[src/design/rma_pkg.sv]
// ----------------------------------------------------------------------------
// rma_pkg
// Shared constants and request codes for the ring moving-average filter.
// ----------------------------------------------------------------------------
package rma_pkg;

   localparam int DATA_W        = 16;  // sample, average and last-value width
   localparam int CSR_W         = 7;   // window_slots register width
   localparam int MAX_SLOTS_DEF = 64;  // default ring depth
   localparam int WIN_RESET     = 4;   // window_slots after reset
   localparam int TYPE_W        = 2;   // request kind width

   typedef enum logic [TYPE_W-1:0] {
      REQ_RECORD  = 2'd0,
      REQ_RESET   = 2'd1,
      REQ_FLUSH   = 2'd2,
      REQ_RECALC  = 2'd3
   } req_kind_type;

endpackage

[src/design/rma_alu.sv]
// ----------------------------------------------------------------------------
// rma_alu
// Shared add/subtract unit: running total updates, ring sums, negation and
// the trial subtract of the serial divider all pass through it.
// ----------------------------------------------------------------------------
module rma_alu #(
   parameter int WIDTH = 24
) (
   input  logic [WIDTH-1:0] opa,
   input  logic [WIDTH-1:0] opb,
   input  logic             sub,
   output logic [WIDTH-1:0] result,
   output logic             negative
);

   always_comb begin
      if (sub) begin
         result = opa - opb;
      end else begin
         result = opa + opb;
      end
      negative = result[WIDTH-1];
   end

endmodule

[src/design/ring_moving_average.sv]
// ----------------------------------------------------------------------------
// ring_moving_average
// Boxcar moving-average filter over a ring of signed 16-bit samples.
// ----------------------------------------------------------------------------
// Usage:
//   req_* takes one request word: tuser is the request kind (record, reset
//   fill, flush fill, recalculate), tdata the sample or fill value. rsp_*
//   returns one word per request: average, last recorded slot, sample count.
//   csr_* writes window_slots; write it only while no request is in flight.
// Sequence (n = window size, TW = total width, 24 at 64 slots):
//   record      add sample, subtract old slot, TW-bit divide, output
//   reset/flush write all n window slots, output
//   recalculate read and sum all n window slots, TW-bit divide, output
//   One request is in flight at a time; the single add/subtract unit serves
//   all arithmetic, and the restoring divider yields one bit per cycle.
// Reset:
//   synchronous, active high. Afterwards a clearing pass writes zero to all
//   MAX_SLOTS ring entries, one per cycle; req_tready stays low until it
//   ends. csr writes are taken throughout.
// Stall:
//   a result waits in the output register while rsp_tready is low; the next
//   request is still accepted and computed, and holds before its output load.
// ----------------------------------------------------------------------------
module ring_moving_average #(
   parameter int MAX_SLOTS = rma_pkg::MAX_SLOTS_DEF
) (
   input  logic                        clock,
   input  logic                        reset,
   // request channel
   input  logic                        req_tvalid,
   output logic                        req_tready,
   input  logic [rma_pkg::DATA_W-1:0]  req_tdata,  // [15:0] sample_value
   input  logic [rma_pkg::TYPE_W-1:0]  req_tuser,  // [1:0] req_type
   // response channel
   output logic                        rsp_tvalid,
   input  logic                        rsp_tready,
   // [15:0] average, [31:16] last_value, [38:32] sample_count, [39] zero
   output logic [39:0]                 rsp_tdata,
   // window_slots write
   input  logic                        csr_valid,
   output logic                        csr_ready,
   input  logic [rma_pkg::CSR_W-1:0]   csr_data
);
   import rma_pkg::*;

   localparam int SLOT_W  = (MAX_SLOTS > 1) ? $clog2(MAX_SLOTS) : 1;
   localparam int CNT_W   = $clog2(MAX_SLOTS + 1);
   localparam int NW      = (CNT_W > CSR_W) ? CNT_W : CSR_W;
   localparam int TOTAL_W = DATA_W + SLOT_W + 2;
   localparam int AW      = TOTAL_W + 1;
   localparam int BIT_W   = $clog2(TOTAL_W);

   typedef enum logic [11:0] {
      S_CLEAR    = 12'b0000_0000_0001,
      S_IDLE     = 12'b0000_0000_0010,
      S_REC_ADD  = 12'b0000_0000_0100,
      S_REC_SUB  = 12'b0000_0000_1000,
      S_FILL     = 12'b0000_0001_0000,
      S_RC_RD    = 12'b0000_0010_0000,
      S_RC_ADD   = 12'b0000_0100_0000,
      S_DIV_INIT = 12'b0000_1000_0000,
      S_DIV_STEP = 12'b0001_0000_0000,
      S_DIV_DONE = 12'b0010_0000_0000,
      S_LAST_RD  = 12'b0100_0000_0000,
      S_OUT      = 12'b1000_0000_0000
   } state_type;

   // control and model state
   state_type                  state_ff, state_in;
   logic [CSR_W-1:0]           win_ff, win_in;
   logic [SLOT_W-1:0]          slot_ff, slot_in;
   logic [CNT_W-1:0]           cnt_ff, cnt_in;
   logic [TOTAL_W-1:0]         total_ff, total_in;
   logic [DATA_W-1:0]          avg_ff, avg_in;
   logic [SLOT_W-1:0]          idx_ff, idx_in;
   logic [BIT_W-1:0]           bit_ff, bit_in;
   logic                       rsp_valid_ff, rsp_valid_in;
   // payload
   req_kind_type               op_ff, op_in;
   logic [DATA_W-1:0]          val_ff, val_in;
   logic                       neg_ff, neg_in;
   logic [TOTAL_W-1:0]         quot_ff, quot_in;
   logic [CNT_W-1:0]           rem_ff, rem_in;
   logic [39:0]                rsp_data_ff, rsp_data_in;
   logic [DATA_W-1:0]          rdata_ff;

   // ring memory
   logic [DATA_W-1:0]          ring_mem [MAX_SLOTS];
   logic                       mem_we;
   logic [SLOT_W-1:0]          mem_waddr;
   logic [DATA_W-1:0]          mem_wdata;
   logic [SLOT_W-1:0]          rd_addr;

   // shared unit
   logic [AW-1:0]              alu_a, alu_b, alu_res;
   logic                       alu_sub, alu_neg;

   // derived values
   logic [NW-1:0]              win_ext;
   logic [CNT_W-1:0]           wsize, wlast, divisor;
   logic [SLOT_W-1:0]          slot_eff, slot_next;
   logic [CNT_W-1:0]           slot_inc;
   logic [CNT_W:0]             div_shift;
   logic                       idx_last;

   rma_alu #(.WIDTH(AW)) u_alu (
      .opa      (alu_a),
      .opb      (alu_b),
      .sub      (alu_sub),
      .result   (alu_res),
      .negative (alu_neg)
   );

   always_comb begin
      win_ext = NW'(win_ff);
      if (win_ff == '0) begin
         wsize = CNT_W'(1);
      end else if (win_ext > NW'(MAX_SLOTS)) begin
         wsize = CNT_W'(MAX_SLOTS);
      end else begin
         wsize = win_ext[CNT_W-1:0];
      end
      wlast     = wsize - CNT_W'(1);
      divisor   = (cnt_ff == '0) ? CNT_W'(1) : cnt_ff;
      slot_eff  = (CNT_W'(slot_ff) >= wsize) ? '0 : slot_ff;
      slot_inc  = CNT_W'(slot_ff) + CNT_W'(1);
      slot_next = (slot_inc >= wsize) ? '0 : slot_inc[SLOT_W-1:0];
      div_shift = {rem_ff, quot_ff[TOTAL_W-1]};
      idx_last  = (CNT_W'(idx_ff) == wlast);
   end

   // operand selection for the shared unit
   always_comb begin
      alu_a   = '0;
      alu_b   = '0;
      alu_sub = 1'b0;
      unique case (state_ff)
         S_REC_ADD, S_FILL: begin
            alu_a = {{(AW-TOTAL_W){total_ff[TOTAL_W-1]}}, total_ff};
            alu_b = {{(AW-DATA_W){val_ff[DATA_W-1]}}, val_ff};
         end
         S_REC_SUB: begin
            alu_a   = {{(AW-TOTAL_W){total_ff[TOTAL_W-1]}}, total_ff};
            alu_b   = {{(AW-DATA_W){rdata_ff[DATA_W-1]}}, rdata_ff};
            alu_sub = 1'b1;
         end
         S_RC_ADD: begin
            alu_a = {{(AW-TOTAL_W){total_ff[TOTAL_W-1]}}, total_ff};
            alu_b = {{(AW-DATA_W){rdata_ff[DATA_W-1]}}, rdata_ff};
         end
         S_DIV_INIT: begin
            alu_b   = {{(AW-TOTAL_W){total_ff[TOTAL_W-1]}}, total_ff};
            alu_sub = 1'b1;
         end
         S_DIV_STEP: begin
            alu_a   = AW'(div_shift);
            alu_b   = AW'(divisor);
            alu_sub = 1'b1;
         end
         S_DIV_DONE: begin
            alu_b   = AW'(quot_ff);
            alu_sub = 1'b1;
         end
         default: begin
         end
      endcase
   end

   // sequencer
   always_comb begin
      state_in     = state_ff;
      win_in       = win_ff;
      slot_in      = slot_ff;
      cnt_in       = cnt_ff;
      total_in     = total_ff;
      avg_in       = avg_ff;
      idx_in       = idx_ff;
      bit_in       = bit_ff;
      op_in        = op_ff;
      val_in       = val_ff;
      neg_in       = neg_ff;
      quot_in      = quot_ff;
      rem_in       = rem_ff;
      rsp_data_in  = rsp_data_ff;
      rsp_valid_in = rsp_valid_ff & ~rsp_tready;
      mem_we       = 1'b0;
      mem_waddr    = idx_ff;
      mem_wdata    = val_ff;
      rd_addr      = idx_ff;

      if (csr_valid) begin
         win_in = csr_data;
      end

      unique case (state_ff)
         S_CLEAR: begin
            mem_we    = 1'b1;
            mem_wdata = '0;
            idx_in    = idx_ff + SLOT_W'(1);
            if (idx_ff == SLOT_W'(MAX_SLOTS - 1)) begin
               idx_in   = '0;
               state_in = S_IDLE;
            end
         end
         S_IDLE: begin
            if (req_tvalid) begin
               op_in  = req_kind_type'(req_tuser);
               val_in = req_tdata;
               idx_in = '0;
               unique case (req_kind_type'(req_tuser))
                  REQ_RECORD: begin
                     slot_in  = slot_eff;
                     rd_addr  = slot_eff;
                     cnt_in   = (cnt_ff < wsize) ? cnt_ff + CNT_W'(1) : wsize;
                     state_in = S_REC_ADD;
                  end
                  REQ_RESET, REQ_FLUSH: begin
                     total_in = '0;
                     state_in = S_FILL;
                  end
                  REQ_RECALC: begin
                     total_in = '0;
                     state_in = S_RC_RD;
                  end
                  default: begin
                  end
               endcase
            end
         end
         S_REC_ADD: begin
            rd_addr  = slot_ff;
            total_in = alu_res[TOTAL_W-1:0];
            state_in = S_REC_SUB;
         end
         S_REC_SUB: begin
            total_in  = alu_res[TOTAL_W-1:0];
            mem_we    = 1'b1;
            mem_waddr = slot_ff;
            slot_in   = slot_next;
            state_in  = S_DIV_INIT;
         end
         S_FILL: begin
            mem_we   = 1'b1;
            total_in = alu_res[TOTAL_W-1:0];
            idx_in   = idx_ff + SLOT_W'(1);
            if (idx_last) begin
               if (op_ff == REQ_FLUSH) begin
                  cnt_in = wsize;
                  avg_in = val_ff;
               end else begin
                  cnt_in = '0;
               end
               state_in = S_LAST_RD;
            end
         end
         S_RC_RD: begin
            state_in = S_RC_ADD;
         end
         S_RC_ADD: begin
            total_in = alu_res[TOTAL_W-1:0];
            idx_in   = idx_ff + SLOT_W'(1);
            state_in = idx_last ? S_DIV_INIT : S_RC_RD;
         end
         S_DIV_INIT: begin
            // divide the magnitude, restore the sign at the end
            neg_in   = total_ff[TOTAL_W-1];
            quot_in  = total_ff[TOTAL_W-1] ? alu_res[TOTAL_W-1:0] : total_ff;
            rem_in   = '0;
            bit_in   = '0;
            state_in = S_DIV_STEP;
         end
         S_DIV_STEP: begin
            if (alu_neg) begin
               rem_in  = div_shift[CNT_W-1:0];
               quot_in = {quot_ff[TOTAL_W-2:0], 1'b0};
            end else begin
               rem_in  = alu_res[CNT_W-1:0];
               quot_in = {quot_ff[TOTAL_W-2:0], 1'b1};
            end
            bit_in = bit_ff + BIT_W'(1);
            if (bit_ff == BIT_W'(TOTAL_W - 1)) begin
               state_in = S_DIV_DONE;
            end
         end
         S_DIV_DONE: begin
            // saturate to the 16-bit range
            if (!neg_ff) begin
               avg_in = (quot_ff > TOTAL_W'(32767)) ? DATA_W'(32767)
                                                      : quot_ff[DATA_W-1:0];
            end else begin
               avg_in = (quot_ff > TOTAL_W'(32768)) ? DATA_W'(32768)
                                                      : alu_res[DATA_W-1:0];
            end
            state_in = S_LAST_RD;
         end
         S_LAST_RD: begin
            rd_addr  = (slot_ff == '0) ? wlast[SLOT_W-1:0] : slot_ff - SLOT_W'(1);
            state_in = S_OUT;
         end
         S_OUT: begin
            // hold until the output register is free
            if (!rsp_valid_ff || rsp_tready) begin
               rsp_data_in  = {1'b0, CSR_W'(cnt_ff),
                               (cnt_ff == '0) ? DATA_W'(0) : rdata_ff, avg_ff};
               rsp_valid_in = 1'b1;
               state_in     = S_IDLE;
            end
         end
         default: begin
            state_in = S_IDLE;
         end
      endcase
   end

   always_ff @(posedge clock) begin
      if (reset) begin
         state_ff     <= S_CLEAR;
         win_ff       <= CSR_W'(WIN_RESET);
         slot_ff      <= '0;
         cnt_ff       <= '0;
         total_ff     <= '0;
         avg_ff       <= '0;
         idx_ff       <= '0;
         bit_ff       <= '0;
         rsp_valid_ff <= 1'b0;
      end else begin
         state_ff     <= state_in;
         win_ff       <= win_in;
         slot_ff      <= slot_in;
         cnt_ff       <= cnt_in;
         total_ff     <= total_in;
         avg_ff       <= avg_in;
         idx_ff       <= idx_in;
         bit_ff       <= bit_in;
         rsp_valid_ff <= rsp_valid_in;
      end
   end

   always_ff @(posedge clock) begin
      op_ff       <= op_in;
      val_ff      <= val_in;
      neg_ff      <= neg_in;
      quot_ff     <= quot_in;
      rem_ff      <= rem_in;
      rsp_data_ff <= rsp_data_in;
   end

   always_ff @(posedge clock) begin
      if (mem_we) begin
         ring_mem[mem_waddr] <= mem_wdata;
      end
      rdata_ff <= ring_mem[rd_addr];
   end

   assign req_tready = (state_ff == S_IDLE);
   assign rsp_tvalid = rsp_valid_ff;
   assign rsp_tdata  = rsp_data_ff;
   assign csr_ready  = 1'b1;

`ifndef SYNTHESIS
   a_rem_below_divisor: assert property (@(posedge clock) disable iff (reset)
      (state_ff == S_DIV_DONE) |-> (rem_ff < divisor))
      else $error("divider remainder not below divisor");

   a_rsp_from_out: assert property (@(posedge clock) disable iff (reset)
      $rose(rsp_tvalid) |-> $past(state_ff == S_OUT))
      else $error("response raised outside output load");

   a_count_bound: assert property (@(posedge clock) disable iff (reset)
      (cnt_ff <= CNT_W'(MAX_SLOTS)))
      else $error("sample count beyond ring depth");

   a_busy_after_accept: assert property (@(posedge clock) disable iff (reset)
      (req_tvalid && req_tready) |=> !req_tready && !$stable(state_ff))
      else $error("request accepted without starting work");
`endif

endmodule

[config.mk]
export PLATFORM = sky130hd
export DESIGN_NAME = ring_moving_average
export DESIGN_NICKNAME = d
export VERILOG_FILES = /design/src/design/rma_pkg.sv /design/src/design/rma_alu.sv /design/src/design/ring_moving_average.sv
export SDC_FILE = /design/constraint.sdc
export NUM_CORES = 2
export LEC_CHECK = 0
export BUFFER_PORTS_ARGS = -buffer_cell sky130_fd_sc_hd__buf_2
export CORE_ASPECT_RATIO = 0.6
export CORE_MARGIN = 2
export CORE_UTILIZATION = 55
export CTS_BUF_LIST = sky130_fd_sc_hd__clkbuf_16
export DETAILED_ROUTE_END_ITERATION = 7
export GPL_ROUTABILITY_DRIVEN = 0
export PLACE_DENSITY = 0.81
export SLEW_MARGIN = 5
export SYNTH_ARGS = -nofsm -noshare
export SYNTH_HDL_FRONTEND = slang
export SYNTH_SLANG_ARGS = --single-unit
[constraint.sdc]
create_clock -name clock -period 12.3 [get_ports clock]
set_input_delay 1.845 -clock clock [delete_from_list [all_inputs] [get_ports clock]]
set_output_delay 1.845 -clock clock [all_outputs]
set_load 0.02 [all_outputs]
==> results.ini <==
[synthesis]
syn_nets = 4444
synth_xor_area_share_pct = 0.994
synthAdderAreaFrac_pct = 1.33
synthFlopType = edfxtp_1
synth_seq_cells = 1213
synthArstFlopShare_pct = 0
postSynthCellCount = 4359
synth_compound_area_share_pct = 8.38
synth_top_family_by_area = simple AND/OR/NAND/NOR gates
synthMuxAreaShare_pct = 1.25
synth-edff-count = 1113
synthesis.area_um2 = 52200
ys_seq_area_share_pct = 67.8
synth_simple_gate_area_share_pct = 17.6
synth_warnings = 0
synth_area_per_cell_um2 = 12.0
synth.distinct_cells = 86

[layout]
final_common_cell = edfxtp_1
drive_gt1_share_pct = 9.15
stdcell_count = 5706
finalNetCount = 4464
area_delta_synth_final_pct = 9.48
layout_common_cells = 1113 x edfxtp_1, 1064 x nand2_1, 405 x nand3_1, 213 x nor2_1, 172 x a21oi_1

[clock_tree]
cts.sink_count = 1213
post_cts_buffers = 0
cts_htree_levels = 3
clock_latency_ns = 0.72
cts_hold_buf = 0
ctsResizeCount = 0
cts_tree = built
cts_buffer_depth = 3
path_clk_slew_ns = 0.07
root_buffer = clkbuf_16
cts-buffers-inserted = 99

[sta]
rsz0062_at_grt = false
fmax_ghz = 0.139
period_needed_ns = 7.19
finalHoldViolCount = 0
period_share_pct = 58.5
worst_slew_pin_slew_ns = 1.41
max_slew_margin_pct = 5.03
clock_skew_ns = 0.0274
setup_tns_ns = 0
setup_viol_count_final = 0
worst_slack_ns = 5.11
drv_slew = 0

[run]
cap_violations = 0

[setup_path]
end_kind = flip-flop
startpoint_type = flip-flop
crit_type = reg -> reg
r2r_start = win_ext[6]
crit_arrival_ns = 7.72
crit_path_max_fanout = 140
ff2ff_path_depth = 16
r2r_end = rdata_ff[2]
r2r_slack_ns = 5.11
required_ns = 12.83

[pwr]
finalPower_mw = 9.22
p_leak_nw = 19.9
pwr_density_cell_nw_per_um2 = 161
irDropWorstVdd_mv = 0.167

[drt]
drtIter0Drc = 7361
ant_nets = 0
viasPerCell = 6.67
wire_per_inst_um = 27.0
drt-total-wl_mm = 154
dr.pass1.iters = 8
drc_errors = 2
num_vias = 38100

[grt]
grtUsageTotal_pct = 30.7
grt_pass1_vias = 34800
grt_pass1_wl_mm = 224
grt_overflow = 0
antenna_found_initial = 3
grt_start_max_net_pins = 194

[worst_hold_path]
hold_depth = 0
holdPathEnd = rsp_tdata[0]
worstHoldStart = avg_ff[0]
holdCritPathClass = reg -> reg

[floorplanning]
ios = 73
fp.dieH_um = 243
core.rowCount = 87
initial_core_util_pct = 55.5
dieArea_um2 = 97500
coreArea_um2 = 94100
fp.dieW_um = 402

[outcome]
violations = DRC
status = complete, but fails checks

[placed_design]
place_inst = 5524
post-place-ws_ns = 5.62
place_hpwl_mm = 93.5
place.port_buffers = 70

worst max-delay path by stage:
| stage | to | cells past startpoint | slack, ns | startpoint |
|---|---|---|---|---|
| CTS | rdata_ff[2] | 16 | 5.65 | win_ext[6] |
| finish | rdata_ff[2] | 16 | 5.11 | win_ext[6] |
| global placement | rdata_ff[14] | 15 | 5.29 | win_ext[6] |
| global route | rdata_ff[2] | 16 | 5.01 | win_ext[6] |
| floorplan | rem_ff[0] | 21 | 6.54 | state_ff[5] |
| detailed placement | rdata_ff[2] | 15 | 5.62 | req_tuser[0] |
critical path, stage by stage, from the launching register on:
cell and delay (ns):
dfxtp_1 0.59, inv_1 0.32, a22oi_1 0.75, inv_1 0.17, ha_1 0.34, nand2b_1 0.15, a31oi_1 0.16, o22ai_1 0.27
o21ai_4 0.45, a221o_4 0.63, buf_12 0.52, mux2i_1 0.31, a221oi_1 0.12, a21oi_1 0.38, a21oi_1 0.15, nor4_1 1.21
nand4_1 0.21
sequential cells by signal, summed over array words and instances, names as in the netlist:
register / count
val_ff: 16
idx_ff: 6
op_ff: 2
rsp_tdata: 39
total_ff: 24
slot_ff: 6
avg_ff: 16
win_ext: 7
neg_ff: 1
cnt_ff: 7
quot_ff: 24
rem_ff: 7
rdata_ff: 16
bit_ff: 5
ring_mem: 1024
rsp_tvalid: 1
state_ff: 12
power breakdown:
group / switching, mW / internal [mW]
clock network: 1.49 / 1.73
logic: 0.949 / 0.334
registers: 0.0787 / 4.64
total: 2.51 / 6.70
metal layers:
layer  share of wire [%]  global-route usage [%]
met1                  38                    46.0
met2                  40                    40.3
met4                 2.9                    8.23
met5               0.080                       0
met3                  19                    13.5
through the flow:
stage / util, % / hold WS [ns] / area (um2)
finish: 60.8 / 0.435 / 57200
global route: 60.8 / 0.445 / 57200
CTS: 60.8 / 0.435 / 57200
detailed placement: 57.4 / 0.419 / 54000
global placement: 57.4 / 0.414 / 54000
floorplan: - / 0.406 / 52200
cell type report:
class | instances | area (um2)
Multi-Input combinational cell | 2851 | 15600
Antenna cell | 2 | 5.00
Clock inverter | 77 | 642
Clock buffer | 103 | 2580
Sequential cell | 1213 | 35400
Timing Repair Buffer | 184 | 1290
Inverter | 30 | 113
Tap cell | 1246 | 1560
Fill cell | 6893 | 36900
cell usage after synthesis, drive strengths merged (11+ instances only):
cell type	instances	area share (%)
a211oi	21	0.32
a21o	15	0.23
a21oi	173	1.7
a221o	15	0.29
a221oi	20	0.37
a22o	21	0.35
a22oi	47	0.68
a311oi	50	0.84
a31oi	79	0.97
a32o	11	0.21
a32oi	11	0.18
and2	54	0.65
and3	108	1.3
buf	161	1.7
clkbuf	104	0.75
dfxtp	100	3.8
edfxtp	1113	64
ha	54	1.3
inv	30	0.22
mux2i	65	1.2
nand2	1064	7.6
nand2b	17	0.20
nand3	405	3.9
nand4	32	0.40
nor2	217	1.6
nor3	36	0.42
nor4	37	0.60
o21ai	96	0.94
o22ai	14	0.19
or3	12	0.15
xnor2	38	0.71
xor2	17	0.29
cell families after synthesis:
group / Yosys count
flops: 1213
buf+inv: 295
other cells: 2
fa+ha+maj: 55
mux: 65
simple gates: 2030
compound gates: 644
xor+xnor: 55
Power figures use the tool's default switching activity.
